$ cat config.mk
export PLATFORM = sky130hd
export DESIGN_NAME = twelve_hour_clock_vfd_scanner
export DESIGN_NICKNAME = d
export VERILOG_FILES = /design/src/thcvfd_pkg.sv /design/src/thcvfd_core.sv /design/src/thcvfd_out.sv /design/src/twelve_hour_clock_vfd_scanner.sv
export VERILOG_INCLUDE_DIRS = /design/src /design/src/src
export SDC_FILE = /design/constraint.sdc
export NUM_CORES = 1
export LEC_CHECK = 0
export BUFFER_PORTS_ARGS = -buffer_cell sky130_fd_sc_hd__buf_2
export CORE_AREA = 2 2 95 165
export DETAILED_ROUTE_END_ITERATION = 6
export DIE_AREA = 0 0 97 167
export PLACE_DENSITY = 0.82
export SYNTH_ARGS = -nofsm -noshare
export SYNTH_HDL_FRONTEND = slang
export SYNTH_SLANG_ARGS = --single-unit
export TNS_END_PERCENT = 10
$ cat constraint.sdc
create_clock -name aclk -period 7.88 [get_ports aclk]
set_input_delay 0.394 -clock aclk [delete_from_list [all_inputs] [get_ports aclk]]
set_output_delay 0.394 -clock aclk [all_outputs]
set_load 0.05 [all_outputs]
$ cat src/twelve_hour_clock_vfd_scanner_defines.svh
// Assertion macros for the clock scanner.
`ifndef TWELVE_HOUR_CLOCK_VFD_SCANNER_DEFINES_SVH
`define TWELVE_HOUR_CLOCK_VFD_SCANNER_DEFINES_SVH

// Same-cycle implication, checked out of reset.
`define THCVFD_ASSERT_NOW(lbl, ante, cons, msg) \
    lbl: assert property (@(posedge aclk) disable iff (!aresetn) (ante) |-> (cons)) \
        else $error(msg);

// Next-cycle implication, checked out of reset.
`define THCVFD_ASSERT_NEXT(lbl, ante, cons, msg) \
    lbl: assert property (@(posedge aclk) disable iff (!aresetn) (ante) |=> (cons)) \
        else $error(msg);

`endif

$ cat src/thcvfd_pkg.sv
package thcvfd_pkg;

    localparam int DISPLAY_POSITIONS = 9;
    localparam logic [3:0] TOP_POS = 4'(DISPLAY_POSITIONS - 1);
    localparam int DIGIT_COUNT = DISPLAY_POSITIONS - 1;

    localparam logic CMD_TICK = 1'b0;
    localparam logic CMD_SCAN = 1'b1;

    localparam logic [3:0] DASH_CODE  = 4'd10;
    localparam logic [3:0] RESET_DIGIT = 4'd1;
    localparam logic [6:0] MAX_SET    = 7'd99;
    localparam logic [6:0] ROLL_LIMIT = 7'd59;
    localparam logic [6:0] HOUR_NOON  = 7'd12;
    localparam logic [6:0] HOUR_TENS  = 7'd10;
    localparam logic [6:0] HOUR_FIRST = 7'd1;
    localparam logic [6:0] RESET_TIME = 7'd11;
    localparam logic [7:0] TICK_CMP_RESET = 8'd124;
    localparam logic [7:0] PM_SEGMENT = 8'd128;

    typedef struct packed {
        logic [3:0] scan_position;
        logic [7:0] segment_word;
        logic [8:0] grid_word;
    } result_t;

    function automatic logic [7:0] seg_font(input logic [3:0] d);
        logic [7:0] s;
        unique case (d)
            4'd0:    s = 8'd238;
            4'd1:    s = 8'd36;
            4'd2:    s = 8'd186;
            4'd3:    s = 8'd182;
            4'd4:    s = 8'd116;
            4'd5:    s = 8'd214;
            4'd6:    s = 8'd222;
            4'd7:    s = 8'd164;
            4'd8:    s = 8'd254;
            4'd9:    s = 8'd244;
            4'd10:   s = 8'd16;
            default: s = 8'd0;
        endcase
        return s;
    endfunction

    // exact for values below 128
    function automatic logic [3:0] div10(input logic [6:0] v);
        logic [14:0] p;
        p = 15'(v) * 15'd205;
        return 4'(p >> 11);
    endfunction

    function automatic logic [3:0] mod10(input logic [6:0] v);
        logic [6:0] q10;
        q10 = 7'(div10(v)) * 7'd10;
        return 4'(v - q10);
    endfunction

endpackage

$ cat src/thcvfd_core.sv
module thcvfd_core (
    input  logic                    aclk,
    input  logic                    aresetn,
    input  logic                    item_en,
    input  logic                    cmd,
    input  logic                    hour_button_level,
    input  logic                    minute_button_level,
    input  logic [7:0]              tick_compare,
    output thcvfd_pkg::result_t     result
);
    import thcvfd_pkg::*;

    logic [7:0] presc_reg, presc_next;
    logic [5:0] sec_reg, sec_next;
    logic [6:0] min_reg, min_next;
    logic [6:0] hour_reg, hour_next;
    logic       pm_reg, pm_next;
    logic       hte_reg, hte_next;
    logic [3:0] pos_reg, pos_next;
    logic [3:0] digit_reg [DIGIT_COUNT];
    logic [3:0] digit_next [DIGIT_COUNT];
    logic       refresh_reg, refresh_next;
    logic       harm_reg, harm_next;
    logic       marm_reg, marm_next;

    logic [6:0] sec_w;

    always_comb begin
        if (pos_reg == TOP_POS) begin
            result.grid_word    = 9'(1) << TOP_POS;
            result.segment_word = PM_SEGMENT | 8'(pm_reg);
        end else if (pos_reg < TOP_POS) begin
            result.grid_word    = (pos_reg == TOP_POS - 4'd1 && !hte_reg) ? 9'd0
                                                                        : 9'(1) << pos_reg;
            result.segment_word = seg_font(digit_reg[pos_reg[2:0]]);
        end else begin
            result.grid_word    = 9'd0;
            result.segment_word = 8'd0;
        end
        result.scan_position = pos_reg;
    end

    always_comb begin
        presc_next   = presc_reg;
        sec_w        = 7'(sec_reg);
        min_next     = min_reg;
        hour_next    = hour_reg;
        pm_next      = pm_reg;
        hte_next     = hte_reg;
        pos_next     = pos_reg;
        refresh_next = refresh_reg;
        harm_next    = harm_reg;
        marm_next    = marm_reg;
        for (int i = 0; i < DIGIT_COUNT; i++) begin
            digit_next[i] = digit_reg[i];
        end
        if (item_en) begin
            if (cmd == CMD_TICK) begin
                if (presc_reg == tick_compare) begin
                    presc_next   = 8'd0;
                    refresh_next = 1'b1;
                    sec_w        = sec_w + 7'd1;
                    if (sec_w > ROLL_LIMIT) begin
                        min_next = min_next + 7'd1;
                        sec_w    = 7'd0;
                    end
                    if (min_next > ROLL_LIMIT) begin
                        hour_next = hour_next + 7'd1;
                        min_next  = 7'd0;
                        if (hour_next == HOUR_NOON) begin
                            pm_next = !pm_next;
                        end
                    end
                    hte_next = (hour_next >= HOUR_TENS);
                    if (hour_next > HOUR_NOON) begin
                        hour_next = HOUR_FIRST;
                    end
                end else begin
                    presc_next = presc_reg + 8'd1;
                end
            end else begin
                pos_next = (pos_reg == 4'd0 || pos_reg > TOP_POS) ? TOP_POS
                                                                 : pos_reg - 4'd1;
                if (!hour_button_level) begin
                    harm_next = 1'b1;
                end
                if (!minute_button_level) begin
                    marm_next = 1'b1;
                end
                if (hour_button_level && harm_next) begin
                    sec_w = 7'd0;
                    if (hour_next < MAX_SET) begin
                        hour_next = hour_next + 7'd1;
                    end
                    if (hour_next == HOUR_NOON) begin
                        pm_next = !pm_next;
                    end
                    refresh_next = 1'b1;
                    harm_next    = 1'b0;
                end
                if (minute_button_level && marm_next) begin
                    sec_w = 7'd0;
                    if (min_next < MAX_SET) begin
                        min_next = min_next + 7'd1;
                    end
                    refresh_next = 1'b1;
                    marm_next    = 1'b0;
                end
                if (refresh_next) begin
                    digit_next[7] = div10(hour_next);
                    digit_next[6] = mod10(hour_next);
                    digit_next[5] = DASH_CODE;
                    digit_next[4] = div10(min_next);
                    digit_next[3] = mod10(min_next);
                    digit_next[2] = DASH_CODE;
                    digit_next[1] = div10(sec_w);
                    digit_next[0] = mod10(sec_w);
                    refresh_next  = 1'b0;
                end
            end
        end
        sec_next = sec_w[5:0];
    end

    always_ff @(posedge aclk) begin
        if (!aresetn) begin
            presc_reg   <= 8'd0;
            sec_reg     <= 6'd0;
            min_reg     <= RESET_TIME;
            hour_reg    <= RESET_TIME;
            pm_reg      <= 1'b0;
            hte_reg     <= 1'b1;
            pos_reg     <= TOP_POS;
            refresh_reg <= 1'b1;
            harm_reg    <= 1'b0;
            marm_reg    <= 1'b0;
            for (int i = 0; i < DIGIT_COUNT; i++) begin
                digit_reg[i] <= RESET_DIGIT;
            end
        end else begin
            presc_reg   <= presc_next;
            sec_reg     <= sec_next;
            min_reg     <= min_next;
            hour_reg    <= hour_next;
            pm_reg      <= pm_next;
            hte_reg     <= hte_next;
            pos_reg     <= pos_next;
            refresh_reg <= refresh_next;
            harm_reg    <= harm_next;
            marm_reg    <= marm_next;
            for (int i = 0; i < DIGIT_COUNT; i++) begin
                digit_reg[i] <= digit_next[i];
            end
        end
    end

endmodule

$ cat src/thcvfd_out.sv
module thcvfd_out (
    input  logic                    aclk,
    input  logic                    aresetn,
    input  logic                    load,
    input  thcvfd_pkg::result_t     result_in,
    input  logic                    m_tready,
    output logic                    m_tvalid,
    output thcvfd_pkg::result_t     result_out
);
    import thcvfd_pkg::*;

    logic    valid_reg, valid_next;
    result_t data_reg;

    always_comb begin
        if (load) begin
            valid_next = 1'b1;
        end else if (m_tready) begin
            valid_next = 1'b0;
        end else begin
            valid_next = valid_reg;
        end
    end

    always_ff @(posedge aclk) begin
        if (!aresetn) begin
            valid_reg <= 1'b0;
        end else begin
            valid_reg <= valid_next;
        end
    end

    always_ff @(posedge aclk) begin
        if (load) begin
            data_reg <= result_in;
        end
    end

    assign m_tvalid   = valid_reg;
    assign result_out = data_reg;

endmodule

$ cat src/twelve_hour_clock_vfd_scanner.sv
// Twelve-hour clock driving a multiplexed nine-position display.
// Input stream: s_tuser[0] is the item kind (tick or scan step); s_tdata carries
// the hour and minute button levels (low = pressed) sampled with a scan step.
// A tick advances the prescaler and, once per tick_compare + 1 ticks, the time.
// A scan step yields one result on the output stream: the grid word, segment
// word and position to drive, then steps to the next position and takes
// button releases. Ticks yield no result.
// cfg_wr_en / cfg_wr_data load tick_compare; write only while idle.
// Path: an accepted item waits in the input register until the core takes it;
// a scan step's result is then registered and drives m_tvalid/m_tdata.
// Throughput: one item per cycle unless a held result stalls a scan step, set by
// the single input register feeding the update logic and single result register.
// Reset: time 11:11:00 AM, position 8, digit buffer all ones, compare value 124,
// both channels empty.
// Stall: a held result blocks only a scan step waiting in the input register;
// s_tready drops until m_tready frees the result register.
`include "twelve_hour_clock_vfd_scanner_defines.svh"

module twelve_hour_clock_vfd_scanner (
    input  logic        aclk,
    input  logic        aresetn,
    input  logic        cfg_wr_en,
    input  logic [7:0]  cfg_wr_data,
    input  logic        s_tvalid,
    output logic        s_tready,
    input  logic [7:0]  s_tdata,   // [0] hour_button_level, [1] minute_button_level
    input  logic [0:0]  s_tuser,   // [0] cmd
    output logic        m_tvalid,
    input  logic        m_tready,
    output logic [23:0] m_tdata    // [8:0] grid_word, [16:9] segment_word, [20:17] scan_position
);
    import thcvfd_pkg::*;

    logic       in_scan;
    logic [7:0] tick_cmp_reg;
    logic       in_valid_reg, in_valid_next;
    logic       in_cmd_reg;
    logic       in_hb_reg;
    logic       in_mb_reg;
    logic       advance;
    logic       s_accept;
    result_t    core_result;
    result_t    out_result;

    assign in_scan  = in_cmd_reg == CMD_SCAN;
    assign advance  = in_valid_reg && !(in_scan && m_tvalid && !m_tready);
    assign s_tready = !in_valid_reg || advance;
    assign s_accept = s_tvalid && s_tready;

    always_comb begin
        if (s_accept) begin
            in_valid_next = 1'b1;
        end else if (advance) begin
            in_valid_next = 1'b0;
        end else begin
            in_valid_next = in_valid_reg;
        end
    end

    always_ff @(posedge aclk) begin
        if (!aresetn) begin
            in_valid_reg <= 1'b0;
            tick_cmp_reg <= TICK_CMP_RESET;
        end else begin
            in_valid_reg <= in_valid_next;
            if (cfg_wr_en) begin
                tick_cmp_reg <= cfg_wr_data;
            end
        end
    end

    always_ff @(posedge aclk) begin
        if (s_accept) begin
            in_cmd_reg <= s_tuser[0];
            in_hb_reg  <= s_tdata[0];
            in_mb_reg  <= s_tdata[1];
        end
    end

    thcvfd_core u_core (
        .aclk                (aclk),
        .aresetn             (aresetn),
        .item_en             (advance),
        .cmd                 (in_cmd_reg),
        .hour_button_level   (in_hb_reg),
        .minute_button_level (in_mb_reg),
        .tick_compare        (tick_cmp_reg),
        .result              (core_result)
    );

    thcvfd_out u_out (
        .aclk       (aclk),
        .aresetn    (aresetn),
        .load       (advance && in_scan),
        .result_in  (core_result),
        .m_tready   (m_tready),
        .m_tvalid   (m_tvalid),
        .result_out (out_result)
    );

    assign m_tdata = {3'd0, out_result.scan_position, out_result.segment_word,
                      out_result.grid_word};

    `THCVFD_ASSERT_NOW(a_pos_range, m_tvalid, m_tdata[20:17] <= TOP_POS,
        "scan position out of range")
    `THCVFD_ASSERT_NOW(a_grid_onehot, m_tvalid, $onehot0(m_tdata[8:0]),
        "grid word has more than one enable")
    `THCVFD_ASSERT_NOW(a_top_grid, m_tvalid && m_tdata[20:17] == TOP_POS,
        m_tdata[8:0] == 9'h100 && m_tdata[16:10] == 7'h40, "indicator position word wrong")
    `THCVFD_ASSERT_NOW(a_stall_block, in_valid_reg && in_scan && m_tvalid && !m_tready,
        !s_tready, "input taken while scan result is blocked")
    `THCVFD_ASSERT_NEXT(a_scan_result, advance && in_scan, m_tvalid,
        "scan step produced no result")

endmodule
==> results.py, run 1 <==
metrics = {
    "floorplanning": {
        "core-area_mm2": 0.0148,
        "start_util_pct": 54.0,
        "die_w_um": 97,
        "die-area_mm2": 0.0162,
        "die-height_um": 167,
        "core.rowCount": 59,
        "ioPinCount": 48,
    },
    "global_routing": {
        "track_usage_pct": 21.6,
        "antenna_found_initial": 0,
        "grt_overflow": 0,
        "grt_pass1_wl_mm": 28.9,
        "grt_pass1_vias": 6478,
        "grt_max_degree": 34,
    },
    "placement": {
        "port_buffers": 38,
        "routabilityCongestion": 0.891,
        "dp_cells": 1035,
        "post-dp-hpwl_mm": 13.1,
    },
    "timing": {
        "rsz0062_at_grt": "false",
        "maxSlewViolCount": 0,
        "period_needed_ns": 6.59,
        "finalCritPeriodShare_pct": 83.6,
        "relSlewSlack_pct": 31.4,
        "finalSetupViolations": 0,
        "hold_slack_ns": 0.211,
        "fin_setup_tns_ns": 0,
        "worst_slew_pin_slew_ns": 1.03,
        "fin_skew_ns": 0.00913,
        "fmax_mhz": 152,
        "hold_viol": 0,
    },
    "clock_network": {
        "post_cts.repair.setup_buffers": 0,
        "cts.path.max_buffers": 2,
        "cts_tree": "yes",
        "clock_sinks": 102,
        "cts-root-buf": "clkbuf_16",
        "cts_buffers": 9,
        "hold_buffers": 0,
        "h-tree-depth": 3,
        "cts_resized": 0,
        "insertion_delay_ns": 0.35,
        "clk_pin_slew_ns": 0.08,
    },
    "finish": {
        "largest_register_ffs": 28,
        "syn_to_final_growth_pct": 7.76,
        "final_cells": 1051,
        "n_antenna_cell": 0,
        "most-common-layout-cells": "ha_1, nor2_1, inv_1",
        "fill_cells": 1192,
        "drive_above_1_share_pct": 9.45,
        "final_common_cell": "ha_1",
        "nets": 1025,
        "utilization_pct": 58.2,
    },
    "synth": {
        "synthDistinctLibCells": 76,
        "yosys_register_bits": 102,
        "synth_area_mm2": 0.00802,
        "synthCells": 843,
        "ys.flop_type": "dfxtp_1",
        "ys_seq_area_share_pct": 31.7,
        "synth_edf_count": 50,
        "synthArstFlopShare_pct": 0,
        "yosys_warnings": 0,
        "postSynthAreaPerCell_um2": 9.51,
    },
    "critical_path": {
        "reg2reg_slack_ns": 1.29,
        "cp-end-kind": "flip-flop",
        "required_ns": 7.97,
        "cp_max_fo": 11,
        "path_class": "flip-flop to flip-flop",
        "start_kind": "flip-flop",
        "critPathArrivalTime_ns": 6.68,
    },
    "route": {
        "via_per_inst": 5.85,
        "firstDrtPassIters": 6,
        "drt-initial-drc-count": 337,
        "drcViolationCount": 0,
        "wl_mm": 17.1,
        "wl_per_cell_um": 16.3,
        "postRouteAntennaNets": 0,
        "num_vias": 6146,
    },
    "job": {
        "maxCapViolCount": 0,
    },
    "worst_hold_path": {
        "min_path_type": "primary input to flip-flop",
    },
    "power": {
        "vdd_drop_max_uv": 124,
        "p_leak_nw": 3.90,
        "power_w": 0.00131,
        "power.density_mw_per_mm2": 151,
    },
    "outcome": {
        "outcome": "complete, no violations",
    },
}
==> area by class of cell <==
cell class / count / area (µm²) / share of cell area (%)
tap: 183 / 229 / 2.65
inverter: 78 / 293 / 3.39
clock buffer: 9 / 225 / 2.61
timing repair buffer: 42 / 220 / 2.55
sequential: 102 / 2540 / 29.4
clock inverter: 7 / 96.3 / 1.12
multi-input combinational: 630 / 5030 / 58.3
==> critical path, cell delays in order, from the launching register on <==
cell and delay (ns):
dfxtp_1 0.44, a2111oi_0 0.57, o21a_1 0.44, nand2_1 0.12, xor2_1 0.40, xnor2_1 0.22, inv_1 0.11, fa_1 0.55
inv_1 0.05, ha_1 0.26, inv_1 0.05, fa_1 0.50, inv_1 0.04, ha_1 0.29, a21o_1 0.18, a21o_1 0.18
a21oi_1 0.14, a21boi_0 0.12, nor2_1 0.14, xnor2_1 0.25, ha_1 0.22, inv_1 0.05, fa_1 0.43, xor2_1 0.19
xnor2_1 0.19, xnor2_1 0.14, nor2_1 0.05
==> cells by family after synthesis <==
group | count (synthesis) | synth area share [%]
AOI/OAI and AO/OA | 142 | 12.3
buffers and inverters | 113 | 5.60
other | 1 | 0.0468
muxes | 26 | 4.37
xor gates and xnor gates | 54 | 5.90
adders and majority gates | 140 | 24.1
DFF | 102 | 31.7
and+or+nand+nor | 265 | 16.0
==> layer usage <==
layer | up-vias | GRT usage [%] | part of all wire [%]
li1 | 2994 | - | -
met1 | 2888 | 20.9 | 35
met2 | 192 | 42.6 | 56
met3 | 72 | 2.69 | 4.0
met4 | 0 | 12.7 | 5.1
met5 | - | 0 | 0
==> final timing paths <==
kind	startpoint	end	depth (start not counted)
max	u_core.min_reg[3]	u_core.digit_reg[3][3]	26
min	s_tuser	in_cmd_reg	1
max reg2reg	u_core.min_reg[3]	u_core.digit_reg[3][3]	26
min reg2reg	u_core.digit_reg[2][1]	u_core.digit_reg[2][1]	2
==> cell usage after synthesis (all sizes together), types with 5 or more instances <==
master	number	area share, %
o31ai	5	0.47
mux2i	14	1.7
nand2	63	2.9
nand2b	9	0.70
a21oi	42	2.6
nor2	84	4.0
a22oi	7	0.66
nor3	15	0.94
fa	24	6.0
a21o	7	0.66
nand3	19	1.2
mux2	6	0.94
nand4	7	0.55
edfxtp	50	19
xor2	21	2.3
xnor2	33	3.6
a31oi	9	0.97
dfxtp	52	13
mux4	6	1.7
inv	77	3.6
ha	116	18
and2	29	2.3
and3	10	0.78
or3	7	0.55
buf	8	0.69
o21ai	23	1.4
clkbuf	27	1.3
==> metrics by stage <==
stage	area, µm²	setup WS, ns
5_1_grt	8640	0.741
3_5_place_dp	8320	1.32
2_1_floorplan	8020	1.86
4_1_cts	8640	1.32
3_3_place_gp	8320	1.49
6_report	8640	1.29
==> power by group <==
group          total [W]  switching, W  internal, W
Sequential      0.000595     0.0000175     0.000578
Combinational   0.000231      0.000138    0.0000932
Clock           0.000481      0.000224     0.000257
Total            0.00131      0.000379     0.000928
Power figures use the tool's default switching activity.
==> inputs of run 2 (changes only) <==
--- a/config.mk
+++ b/config.mk
@@ -10,7 +10,7 @@
 export CORE_AREA = 2 2 95 165
 export DETAILED_ROUTE_END_ITERATION = 6
 export DIE_AREA = 0 0 97 167
-export PLACE_DENSITY = 0.82
+export PLACE_DENSITY = 0.85
 export SYNTH_ARGS = -nofsm -noshare
 export SYNTH_HDL_FRONTEND = slang
 export SYNTH_SLANG_ARGS = --single-unit
==> constraint.sdc (replaced) <==
create_clock -name aclk -period 6.05 [get_ports aclk]
set_input_delay 0.3025 -clock aclk [delete_from_list [all_inputs] [get_ports aclk]]
set_output_delay 0.3025 -clock aclk [all_outputs]
set_load 0.05 [all_outputs]
==> run 2 against run 1 <==
Clock power rose by 18%. Sequential share of layout area down 0.71 points. Via count rose by 3.7%. Critical endpoint unchanged.
==> results.py, run 2 (synthesis gave the netlist of run 1 again) <==
metrics = {
    "critical_path": {
        "reg2reg_slack_ns": 0.20,
        "start_kind": "flip-flop",
        "cp_top_family": "adder cells",
        "cpMaxStageDelayCell": "fa_1",
        "required_ns": 6.14,
        "worstReg2RegStart": "u_core.min_reg[0]",
        "worst-path-buf-inv": 5,
        "r2r_cells": 25,
        "critPathArrivalTime_ns": 5.94,
        "cp_common_cell": "ha_1",
        "path_class": "flip-flop to flip-flop",
        "cp_max_fo": 7,
        "worst_path_largest_cell_delay_ns": 0.52,
        "cp-end-kind": "flip-flop",
        "r2r-end": "u_core.digit_reg[3][3]",
    },
    "clock_network": {
        "cts_tree": "yes",
        "cts.path.max_buffers": 2,
        "clock_sinks": 102,
        "hold_buffers": 0,
        "clk_pin_slew_ns": 0.07,
        "insertion_delay_ns": 0.35,
        "post_cts.repair.setup_buffers": 0,
        "cts-root-buf": "clkbuf_16",
        "h-tree-depth": 3,
        "cts_buffers": 9,
    },
    "timing": {
        "fin_setup_tns_ns": 0,
        "worst_slew_pin_slew_ns": 1.01,
        "fmax_mhz": 171,
        "relSlewSlack_pct": 32.4,
        "finalSetupViolations": 0,
        "hold_viol": 0,
        "rsz0062_at_grt": "true",
        "hold_slack_ns": 0.125,
        "finalCritPeriodShare_pct": 96.7,
        "maxSlewViolCount": 0,
        "fin_skew_ns": 0.00996,
        "period_needed_ns": 5.85,
    },
    "route": {
        "drt-initial-drc-count": 397,
        "wl_mm": 17.8,
        "via_per_inst": 5.93,
        "drcViolationCount": 0,
        "firstDrtPassIters": 5,
        "postRouteAntennaNets": 0,
        "wl_per_cell_um": 16.6,
        "num_vias": 6376,
    },
    "power": {
        "vdd_drop_max_uv": 129,
        "p_leak_nw": 4.04,
        "power.density_mw_per_mm2": 188,
    },
    "finish": {
        "drive_above_1_share_pct": 12.7,
        "n_antenna_cell": 0,
        "nets": 1049,
        "final_common_cell": "ha_1",
        "multiInputGateArea_mm2": 0.00509,
        "final_cells": 1075,
        "most-common-layout-cells": "ha_1, nor2_1, inv_1",
        "syn_to_final_growth_pct": 10.4,
        "largest_register_ffs": 28,
        "seqCellArea_mm2": 0.00254,
        "design_area_mm2": 0.00885,
        "utilization_pct": 59.7,
        "fill_cells": 1171,
    },
    "global_routing": {
        "grt_overflow": 0,
        "track_usage_pct": 22.6,
        "grt_max_degree": 34,
        "grt_pass1_wl_mm": 30.0,
        "antenna_found_initial": 0,
        "grt_pass1_vias": 6622,
    },
    "worst_hold_path": {
        "whs_endpoint": "in_mb_reg",
        "hold_path_depth": 1,
        "min_path_type": "primary input to flip-flop",
        "hp-start": "s_tdata[1]",
    },
    "job": {
        "maxCapViolCount": 0,
    },
    "placement": {
        "dpl_cell_area_mm2": 0.00850,
        "routabilityCongestion": 0.947,
        "post-dp-hpwl_mm": 14.0,
        "dp_cells": 1059,
        "port_buffers": 38,
    },
    "floorplanning": {
        "core-area_mm2": 0.0148,
        "die-area_mm2": 0.0162,
        "core.rowCount": 59,
        "die_w_um": 97,
        "ioPinCount": 48,
        "start_util_pct": 54.0,
        "die-height_um": 167,
    },
    "outcome": {
        "outcome": "complete, no violations",
    },
}
## run 2: changes by cell type in the layout (fill, tap and decap cells not counted), moves of 2 or more
cell,delta
xor2_2,+2
buf_4,+24
xor2_1,-2
xnor2_1,-3
xnor2_2,+3
## run 2: per-layer routing
metal	GRT usage [%]	part of all wire, %	vias up
li1	-	-	3048
met1	22.0	35	3037
met3	2.85	3.6	67
met2	43.9	56	224
met5	0	0	-
met4	14.0	5.3	0
## run 2: cell type report
| type | instances | area share, % |
|---|---|---|
| clock inverters | 7 | 0.763 |
| clock buffers | 9 | 2.54 |
| multi-input cells | 630 | 57.6 |
| well taps | 183 | 2.59 |
| flip-flops and latches | 102 | 28.7 |
| repair buffers | 66 | 4.52 |
| inverters | 78 | 3.31 |
## run 2: what timing repair did
| action | 4_1_cts | 5_1_grt |
|---|---|---|
| pin swaps | 0 | 0 |
| endpoints found under the hold margin | 0 | 0 |
| gates resized for setup | 1 | 8 |
| endpoints found under the setup margin | 1 | 3 |
## run 2: power breakdown
| group | leakage, nW | switching [W] | internal [W] | total (W) |
|---|---|---|---|---|
| combinational | 2.98 | 0.000187 | 0.000135 | 0.000323 |
| sequential | 0.904 | 0.0000219 | 0.000753 | 0.000774 |
| clock | 0.147 | 0.000279 | 0.000290 | 0.000568 |
| total | 4.04 | 0.000488 | 0.00118 | 0.00167 |
## run 2: through the flow
| step | power (W) | setup WS, ns |
|---|---|---|
| after global placement | 0.00109 | 0.135 |
| after detailed placement | 0.00111 | -0.0102 |
| after CTS | 0.00166 | 0.0471 |
| final | 0.00167 | 0.197 |
| after global routing | 0.00174 | -0.0537 |
| after floorplan | 0.00102 | 0.0323 |
## run 2: worst max path at each step
stage | startpoint | slack [ns] | cells after the start | end
final | u_core.min_reg[0] | 0.20 | 25 | u_core.digit_reg[3][3]
after global routing | u_core.min_reg[0] | -0.05 | 27 | u_core.digit_reg[3][3]
after CTS | u_core.min_reg[1] | 0.05 | 24 | u_core.digit_reg[3][3]
after detailed placement | u_core.min_reg[1] | -0.01 | 24 | u_core.digit_reg[3][3]
after global placement | u_core.min_reg[1] | 0.14 | 24 | u_core.digit_reg[3][3]
after floorplan | u_core.min_reg[3] | 0.03 | 28 | u_core.digit_reg[3][3]
